**config.mk**
```make
export PLATFORM = sky130hd
export DESIGN_NAME = rc_receiver_frame_decoder_top
export DESIGN_NICKNAME = d
export VERILOG_FILES = /design/src/hw/rtl/rcfd_pkg.sv /design/src/hw/rtl/rcfd_ctrl.sv /design/src/hw/rtl/rcfd_datapath.sv /design/src/hw/rtl/rc_receiver_frame_decoder_top.sv
export SDC_FILE = /design/constraint.sdc
export NUM_CORES = 1
export LEC_CHECK = 0
export ABC_AREA = 1
export ABC_CLOCK_PERIOD_IN_PS = 4100
export BUFFER_PORTS_ARGS = -buffer_cell sky130_fd_sc_hd__buf_2
export CORE_ASPECT_RATIO = 0.7
export CORE_MARGIN = 1
export CORE_UTILIZATION = 30
export CTS_BUF_LIST = sky130_fd_sc_hd__clkbuf_16
export CTS_CLUSTER_DIAMETER = 150
export DETAILED_ROUTE_END_ITERATION = 7
export PLACE_DENSITY = 0.56
export SYNTH_ARGS = -nofsm -noshare
export SYNTH_HDL_FRONTEND = slang
export SYNTH_SLANG_ARGS = --single-unit
export TNS_END_PERCENT = 30
```
**constraint.sdc**
```tcl
create_clock -name i_clk -period 4.1 [get_ports i_clk]
set_input_delay 0.41 -clock i_clk [delete_from_list [all_inputs] [get_ports i_clk]]
set_output_delay 0.41 -clock i_clk [all_outputs]
set_load 0.02 [all_outputs]
```
**src/hw/rtl/rcfd_pkg.sv**
```systemverilog
package rcfd_pkg;

    // widths fixed by the word fields
    localparam int RX_BYTE_W     = 8;
    localparam int STATUS_W      = 2;
    localparam int CH_ID_W       = 4;
    localparam int CH_VALUE_W    = 11;
    localparam int OUT_TDATA_W   = 24;
    localparam logic [RX_BYTE_W-1:0] SYNC_RESET = 8'hA2;

    // status codes, also the stored sync state (sync seen is output only)
    typedef enum logic [STATUS_W-1:0] {
        ST_IDLE    = 2'd0,
        ST_SYNC    = 2'd1,
        ST_COLLECT = 2'd2,
        ST_DONE    = 2'd3
    } t_status;

    // controller states
    typedef enum logic [1:0] {
        CS_IDLE,
        CS_READ,
        CS_EMIT
    } t_ctrl_state;

    // controller to datapath
    typedef struct packed {
        logic accept;    // input word taken this cycle
        logic rd_issue;  // read the two bytes of the current channel
        logic ch_load;   // load the channel result into the output register
    } t_dp_cmd;

    // datapath to controller
    typedef struct packed {
        logic completes; // the offered byte finishes a frame
        logic last_ch;   // current channel is the final one
        logic out_free;  // output register can take a result this cycle
    } t_dp_sts;

endpackage

```
**src/hw/rtl/rcfd_ctrl.sv**
```systemverilog
module rcfd_ctrl (
    input  logic              i_clk,
    input  logic              i_rst_n,
    input  logic              i_s_tvalid,
    input  rcfd_pkg::t_dp_sts i_sts,
    output logic              o_s_tready,
    output rcfd_pkg::t_dp_cmd o_cmd
);

    rcfd_pkg::t_ctrl_state r_state;
    rcfd_pkg::t_ctrl_state n_state;

    // state register
    always_ff @(posedge i_clk) begin
        if (!i_rst_n) begin
            r_state <= rcfd_pkg::CS_IDLE;
        end else begin
            r_state <= n_state;
        end
    end

    // next state and commands
    always_comb begin
        n_state        = r_state;
        o_s_tready     = 1'b0;
        o_cmd.accept   = 1'b0;
        o_cmd.rd_issue = 1'b0;
        o_cmd.ch_load  = 1'b0;
        unique case (r_state)
            rcfd_pkg::CS_IDLE: begin
                o_s_tready   = i_sts.out_free;
                o_cmd.accept = i_s_tvalid && i_sts.out_free;
                if (o_cmd.accept && i_sts.completes) begin
                    n_state = rcfd_pkg::CS_READ;
                end
            end
            rcfd_pkg::CS_READ: begin
                o_cmd.rd_issue = 1'b1;
                n_state        = rcfd_pkg::CS_EMIT;
            end
            rcfd_pkg::CS_EMIT: begin
                if (i_sts.out_free) begin
                    o_cmd.ch_load = 1'b1;
                    n_state = i_sts.last_ch ? rcfd_pkg::CS_IDLE : rcfd_pkg::CS_READ;
                end
            end
            default: begin
                n_state = rcfd_pkg::CS_IDLE;
            end
        endcase
    end

endmodule

```
**src/hw/rtl/rcfd_datapath.sv**
```systemverilog
module rcfd_datapath #(
    parameter int FRAME_BYTES = 14,
    parameter int CHANNELS    = 7
) (
    input  logic                                 i_clk,
    input  logic                                 i_rst_n,
    input  logic                                 i_cfg_wr_en,
    input  logic [rcfd_pkg::RX_BYTE_W-1:0]       i_cfg_wr_data,
    input  logic [rcfd_pkg::RX_BYTE_W-1:0]       i_rx_byte,
    input  logic                                 i_m_tready,
    input  rcfd_pkg::t_dp_cmd                    i_cmd,
    output rcfd_pkg::t_dp_sts                    o_sts,
    output logic                                 o_m_tvalid,
    output logic                                 o_m_tlast,
    output logic                                 o_m_tuser,
    output logic [rcfd_pkg::OUT_TDATA_W-1:0]     o_m_tdata
);

    localparam int BUF_DEPTH = (FRAME_BYTES > 2 * CHANNELS) ? FRAME_BYTES : 2 * CHANNELS;
    localparam int ADDR_W    = $clog2(BUF_DEPTH);
    localparam int CNT_W     = $clog2(FRAME_BYTES);
    localparam int CH_W      = $clog2(CHANNELS);

    logic [rcfd_pkg::RX_BYTE_W-1:0] r_sync_value;
    rcfd_pkg::t_status              r_state, n_state;
    logic [CNT_W-1:0]               r_count, n_count;
    logic [CH_W-1:0]                r_ch, n_ch;
    logic [rcfd_pkg::RX_BYTE_W-1:0] r_buf [BUF_DEPTH];
    logic [rcfd_pkg::RX_BYTE_W-1:0] r_hi, r_lo;

    logic                            r_valid, n_valid;
    rcfd_pkg::t_status               r_status, n_status;
    logic                            r_chv, n_chv;
    logic [rcfd_pkg::CH_ID_W-1:0]    r_id, n_id;
    logic [rcfd_pkg::CH_VALUE_W-1:0] r_value, n_value;
    logic                            r_last, n_last;

    logic             is_sync;
    logic             collect;
    logic [CNT_W:0]   count_inc;
    logic             at_end;
    logic             completes;
    logic             out_free;
    logic [ADDR_W-1:0] wr_addr, rd_addr_hi, rd_addr_lo;

    // byte classification
    assign is_sync   = (i_rx_byte == r_sync_value);
    assign collect   = !is_sync && (r_state == rcfd_pkg::ST_COLLECT);
    assign count_inc = {1'b0, r_count} + (CNT_W + 1)'(1);
    assign at_end    = (count_inc == (CNT_W + 1)'(FRAME_BYTES));
    assign completes = collect && at_end;
    assign out_free  = !r_valid || i_m_tready;

    assign o_sts.completes = completes;
    assign o_sts.last_ch   = (r_ch == CH_W'(CHANNELS - 1));
    assign o_sts.out_free  = out_free;

    // buffer addresses
    assign wr_addr    = ADDR_W'(r_count);
    assign rd_addr_hi = ADDR_W'({r_ch, 1'b0});
    assign rd_addr_lo = ADDR_W'({r_ch, 1'b1});

    // sync register
    always_ff @(posedge i_clk) begin
        if (!i_rst_n) begin
            r_sync_value <= rcfd_pkg::SYNC_RESET;
        end else if (i_cfg_wr_en) begin
            r_sync_value <= i_cfg_wr_data;
        end
    end

    // frame state and byte count
    always_comb begin
        n_state = r_state;
        n_count = r_count;
        if (i_cmd.accept) begin
            if (is_sync) begin
                n_state = rcfd_pkg::ST_COLLECT;
                n_count = '0;
            end else if (collect) begin
                if (at_end) begin
                    n_state = rcfd_pkg::ST_DONE;
                    n_count = '0;
                end else begin
                    n_count = count_inc[CNT_W-1:0];
                end
            end
        end
    end

    // channel counter
    always_comb begin
        n_ch = r_ch;
        if (i_cmd.accept && completes) begin
            n_ch = '0;
        end else if (i_cmd.ch_load) begin
            n_ch = r_ch + CH_W'(1);
        end
    end

    // output register next value
    always_comb begin
        n_valid  = r_valid;
        n_status = r_status;
        n_chv    = r_chv;
        n_id     = r_id;
        n_value  = r_value;
        n_last   = r_last;
        priority if (i_cmd.accept && !completes) begin
            n_valid  = 1'b1;
            n_status = is_sync ? rcfd_pkg::ST_SYNC
                     : (collect ? rcfd_pkg::ST_COLLECT : r_state);
            n_chv    = 1'b0;
            n_id     = '0;
            n_value  = '0;
            n_last   = 1'b1;
        end else if (i_cmd.ch_load) begin
            n_valid  = 1'b1;
            n_status = rcfd_pkg::ST_DONE;
            n_chv    = 1'b1;
            n_id     = r_hi[6:3];
            n_value  = {r_hi[2:0], r_lo};
            n_last   = o_sts.last_ch;
        end else if (i_m_tready) begin
            n_valid  = 1'b0;
        end
    end

    // control registers
    always_ff @(posedge i_clk) begin
        if (!i_rst_n) begin
            r_state <= rcfd_pkg::ST_IDLE;
            r_count <= '0;
            r_ch    <= '0;
            r_valid <= 1'b0;
        end else begin
            r_state <= n_state;
            r_count <= n_count;
            r_ch    <= n_ch;
            r_valid <= n_valid;
        end
    end

    // payload registers
    always_ff @(posedge i_clk) begin
        r_status <= n_status;
        r_chv    <= n_chv;
        r_id     <= n_id;
        r_value  <= n_value;
        r_last   <= n_last;
    end

    // frame buffer, one write and two registered reads
    always_ff @(posedge i_clk) begin
        if (i_cmd.accept && collect) begin
            r_buf[wr_addr] <= i_rx_byte;
        end
        if (i_cmd.rd_issue) begin
            r_hi <= r_buf[rd_addr_hi];
            r_lo <= r_buf[rd_addr_lo];
        end
    end

    assign o_m_tvalid = r_valid;
    assign o_m_tlast  = r_last;
    assign o_m_tuser  = r_chv;
    assign o_m_tdata  = {7'd0, r_value, r_id, r_status};

endmodule

```
**src/hw/rtl/rc_receiver_frame_decoder_top.sv**
```systemverilog
// status bytes: result in the output register in the cycle after the byte is taken,
// and a new byte can be taken every cycle while the output side keeps up
// completing byte: CHANNELS results, each by a buffer read, then an output load that
// waits for a free output register; no byte is taken until the last result is loaded
// reset (synchronous, active low): not synced, count cleared, sync value 0xA2,
// output empty; the frame buffer is not cleared
module rc_receiver_frame_decoder_top #(
    parameter int FRAME_BYTES = 14,
    parameter int CHANNELS    = 7
) (
    input  logic                              i_clk,
    input  logic                              i_rst_n,
    input  logic                              i_cfg_wr_en,
    input  logic [rcfd_pkg::RX_BYTE_W-1:0]    i_cfg_wr_data,  // sync_value
    input  logic                              i_s_tvalid,
    output logic                              o_s_tready,
    input  logic [rcfd_pkg::RX_BYTE_W-1:0]    i_s_tdata,      // [7:0] rx_byte
    output logic                              o_m_tvalid,
    input  logic                              i_m_tready,
    // [1:0] status, [5:2] channel_id, [16:6] channel_value, [23:17] zero
    output logic [rcfd_pkg::OUT_TDATA_W-1:0]  o_m_tdata,
    output logic                              o_m_tuser,      // [0] channel_valid
    output logic                              o_m_tlast       // last
);

    rcfd_pkg::t_dp_cmd cmd;
    rcfd_pkg::t_dp_sts sts;

    // sequencer
    rcfd_ctrl u_ctrl (
        .i_clk      (i_clk),
        .i_rst_n    (i_rst_n),
        .i_s_tvalid (i_s_tvalid),
        .i_sts      (sts),
        .o_s_tready (o_s_tready),
        .o_cmd      (cmd)
    );

    // buffer, counters and output register
    rcfd_datapath #(
        .FRAME_BYTES (FRAME_BYTES),
        .CHANNELS    (CHANNELS)
    ) u_datapath (
        .i_clk         (i_clk),
        .i_rst_n       (i_rst_n),
        .i_cfg_wr_en   (i_cfg_wr_en),
        .i_cfg_wr_data (i_cfg_wr_data),
        .i_rx_byte     (i_s_tdata),
        .i_m_tready    (i_m_tready),
        .i_cmd         (cmd),
        .o_sts         (sts),
        .o_m_tvalid    (o_m_tvalid),
        .o_m_tlast     (o_m_tlast),
        .o_m_tuser     (o_m_tuser),
        .o_m_tdata     (o_m_tdata)
    );

    // no byte taken while channel results are being read out
    a_no_accept_on_read: assert property (@(posedge i_clk) disable iff (!i_rst_n)
        cmd.rd_issue |-> !o_s_tready)
        else $error("input ready during channel read");

    // a completing byte starts the channel readout next cycle
    a_complete_reads: assert property (@(posedge i_clk) disable iff (!i_rst_n)
        (cmd.accept && sts.completes) |=> cmd.rd_issue)
        else $error("frame end did not start channel readout");

    // channel results only ever carry the frame complete status
    a_channel_status: assert property (@(posedge i_clk) disable iff (!i_rst_n)
        (o_m_tvalid && o_m_tuser) |-> (o_m_tdata[1:0] == rcfd_pkg::ST_DONE))
        else $error("channel result with wrong status");

    // a status result is always the final one for its byte
    a_status_last: assert property (@(posedge i_clk) disable iff (!i_rst_n)
        (o_m_tvalid && !o_m_tuser) |-> o_m_tlast)
        else $error("status result without last");

endmodule
```
==> results.md <==
* Run status: complete, no violations
* Vias in the first global route at 3,713
* R2r setup slk at 1670 ps
* N_diodes at 0
* CP max FO at 25
* Setup TNS at 0 ps
* Setup-failing EPs final at 0
* Core area at 20,800 sq um
* Critical Path End: u_datapath.r_lo[5]$_DFFE_PN_
* Setup Skew at 9.43 ps
* Inserted Clock Buffers at 17
* Ys async rst share at 0
* Startpoint types: flip-flop
* Ys Warns at 0
* Row count at 44
* GR Overflow Total at 0
* Initial Util at 0.307
* Commonest non-fill, non-tap cell in the layout: edfxtp_1
* Final wirelength at 14,100 microns
* Fin crit share at 0.592
* Worst hold path class: input port to flip-flop
* Drt first pass iters at 5
* Initial antenna violation count at 0
* Fmax at 412 MHz
* GRT Total Usage at 0.137
* Fraction of layout cells with a size suffix above 1 at 0.153
* Max-slew violation count at 0
* CTS Sinks at 159
* Rel. slew slack at 0.206
* Initial DRC Count at 415
* Max Buffers Root-to-Sink at 2
* Comb pwr share at 0.024
* Most Frequent Cell on Critical Path: o21ai_0
* Lkg Pwr at 2.68 nW
* Die area at 21,900 sq um
* Die Span X at 176 microns
* Via count at 4,129
* Synthesized cell area at 6380 sq um
* CP arrival at 2500 ps
* Worst setup path start: u_datapath.r_ch[1]$_SDFFE_PP0P_
* CTS tree: yes
* Internal power at 2.55 mW
* Crit-path cells: inv_1 -> o21ai_0 -> o22ai_1 -> nand2_1 -> o21ai_0
* Fin nets at 646
* First-pass GRT wire length at 21,900 microns
* Worst stage delay on the critical path at 920 ps
* Required time of the critical path at 4180 ps
* Sw Ratio at 0.229
* DR WL/cell at 15.6 microns
* Setup Fix Bufs, Post-CTS at 0
* Post-layout min period at 2430 ps
* Hpwl dp at 9220 microns
* Fin. Hold Viols at 0
* Peak VDD IR at 256 uV
* Reg-to-reg critical path startpoint: u_datapath.r_ch[1]$_SDFFE_PP0P_
* Die H at 124 microns
* Residual DRC count at 0
* IO Pins at 49
* Multi-input combinational cell area at 1690 sq um
* Largest net degree at the start of global routing at 47
* Most frequent cells in the layout: edfxtp_1, nand2_1, nor2_1
* Number of port buffers at 41
* PD cells at 447 nW/um^2
* Post-synthesis sequential area ratio at 0.691
* Actual slew at the worst max-slew pin at 1190 ps
* Clock transition at path regs at 70 ps
* RSZ-0062 raised after global routing: false
* Most used DFF post-synth: edfxtp_1
* Post-cts hold buffer count at 0
* Clock Tree Root: clkbuf_16
* Flip-flop and latch area at 4400 sq um
* CTS resizes at 0
* Reg2reg end: u_datapath.r_lo[5]$_DFFE_PN_
* Post-route insts no fill at 908
* Via density per instance at 4.55
* Antenna viol nets, final at 0
* Number of synthesized flops with an enable pin at 122
* Slowest stage cell, crit path: dfxtp_1
* Yosys cell types at 31
* Reg power frac at 0.525
* Gpl congestion at 0.819
* Net Switching at 758 uW
* Placed instance count at 876
* Crit end category: flip-flop
* Power Total at 3.31 mW
* Syn Area/Cell at 11.1 sq um
* Number of max-cap violations at 0
* Seq cells post-synth at 159
* Post-Syn Instances at 576
* # fillers at 2,053
* R2R cell count at 5
* Clock share of power at 0.451
* Area Growth Syn to Fin at 16.2%
* CTS H-tree lvls at 4
* Setup CP Type: flip-flop to flip-flop
* Worst-skew pair later-pin latency at 420 ps
sequential cells by signal, indices dropped and copies added, names as in the netlist:
name                     count
u_ctrl.r_state               2
u_datapath.o_m_tlast         1
u_datapath.o_m_tuser         1
u_datapath.o_m_tvalid        1
u_datapath.r_buf           105
u_datapath.r_ch              3
u_datapath.r_count           4
u_datapath.r_hi              7
u_datapath.r_id              4
u_datapath.r_lo              8
u_datapath.r_state           2
u_datapath.r_status          2
u_datapath.r_sync_value      8
u_datapath.r_value          11
final cells by class:
| cell class | count | share of cell area |
|---|---|---|
| tap | 276 | 0.0466 |
| multi-input combinational | 355 | 0.228 |
| inverter | 36 | 0.0186 |
| sequential | 159 | 0.594 |
| clock inverter | 15 | 0.0177 |
| timing repair buffer | 50 | 0.0368 |
| clock buffer | 17 | 0.0574 |
layer usage:
| layer | part of all wire | GRT usage | vias up |
|---|---|---|---|
| li1 | - | - | 2052 |
| met1 | 0.53 | 0.215 | 1924 |
| met2 | 0.38 | 0.179 | 143 |
| met3 | 0.080 | 0.0363 | 10 |
| met4 | 0.0076 | 0.0440 | 0 |
| met5 | 0 | 0 | - |
synth_stat cells (2+ instances only):
cell,instances,share of area
edfxtp_1,122,0.57
nand2_1,120,0.071
nor2_1,68,0.040
o21ai_0,52,0.041
a21oi_1,47,0.037
dfxtp_1,37,0.12
inv_1,33,0.019
clkbuf_1,16,0.0094
o22ai_1,15,0.015
a21oi_2,7,0.0096
buf_4,7,0.0082
buf_2,6,0.0047
ha_1,6,0.012
nand3_1,6,0.0047
xnor2_1,6,0.0082
nand4_1,5,0.0049
o21ai_1,4,0.0031
buf_1,2,0.0012
nand2_2,2,0.0020
nor2_2,2,0.0020
nor3_1,2,0.0016
xor2_1,2,0.0027
worst min path at each step:
stage	from	end	slack (ps)	depth (start not counted)
3_3_place_gp	u_datapath.r_id[1]$_SDFFE_PP0P_	u_datapath.r_id[1]$_SDFFE_PP0P_	450	2
2_1_floorplan	u_datapath.r_state[0]$_SDFFE_PN0P_	u_datapath.r_state[0]$_SDFFE_PN0P_	450	2
5_1_grt	i_cfg_wr_data[6]	u_datapath.r_sync_value[6]$_SDFFE_PN0P_	210	3
4_1_cts	i_cfg_wr_data[5]	u_datapath.r_sync_value[5]$_SDFFE_PN1P_	200	3
6_report	i_cfg_wr_data[5]	u_datapath.r_sync_value[5]$_SDFFE_PN1P_	210	3
3_5_place_dp	u_datapath.r_id[2]$_SDFFE_PP0P_	u_datapath.r_id[2]$_SDFFE_PP0P_	450	2
cell families (layout without fill, tap and decap cells):
family	after synthesis	count (layout)	share of synthesized area
AND/OR/NAND/NOR	209	209	0.133
adder cells (fa/ha/maj)	6	6	0.0118
other	1	7	0.000588
XOR/XNOR	8	8	0.0110
buffers and inverters	68	118	0.0475
AO/OA/AOI/OAI	125	125	0.105
flip-flops	159	159	0.691
worst max-delay path, delay by kind of cell, from the launching register on:
| kind | cells | cell delay [ps] |
|---|---|---|
| and+or+nand+nor | 1 | 70 |
| AOI/OAI and AO/OA | 3 | 570 |
| DFF | 1 | 920 |
| buffers and inverters | 1 | 510 |
power groups by stage:
stage	clock, mW	combinational, mW	sequential [mW]
2_1_floorplan	0	0.0467	1.78
3_3_place_gp	0	0.0803	1.78
3_5_place_dp	0	0.0801	1.78
4_1_cts	1.52	0.0803	1.74
5_1_grt	1.60	0.0887	1.74
6_report	1.49	0.0787	1.74
per-stage QoR:
| stage | utilization | setup WS, ps | instance area (sq um) | hold slack, ps |
|---|---|---|---|---|
| finish | 0.357 | 1670 | 7410 | 207 |
| detailed placement | 0.330 | 1330 | 6850 | 453 |
| floorplan | - | 1940 | 6400 | 447 |
| global route | 0.357 | 1470 | 7410 | 214 |
| global placement | 0.330 | 1410 | 6850 | 446 |
| CTS | 0.357 | 1680 | 7410 | 200 |
(Power assumes the default switching activity.)
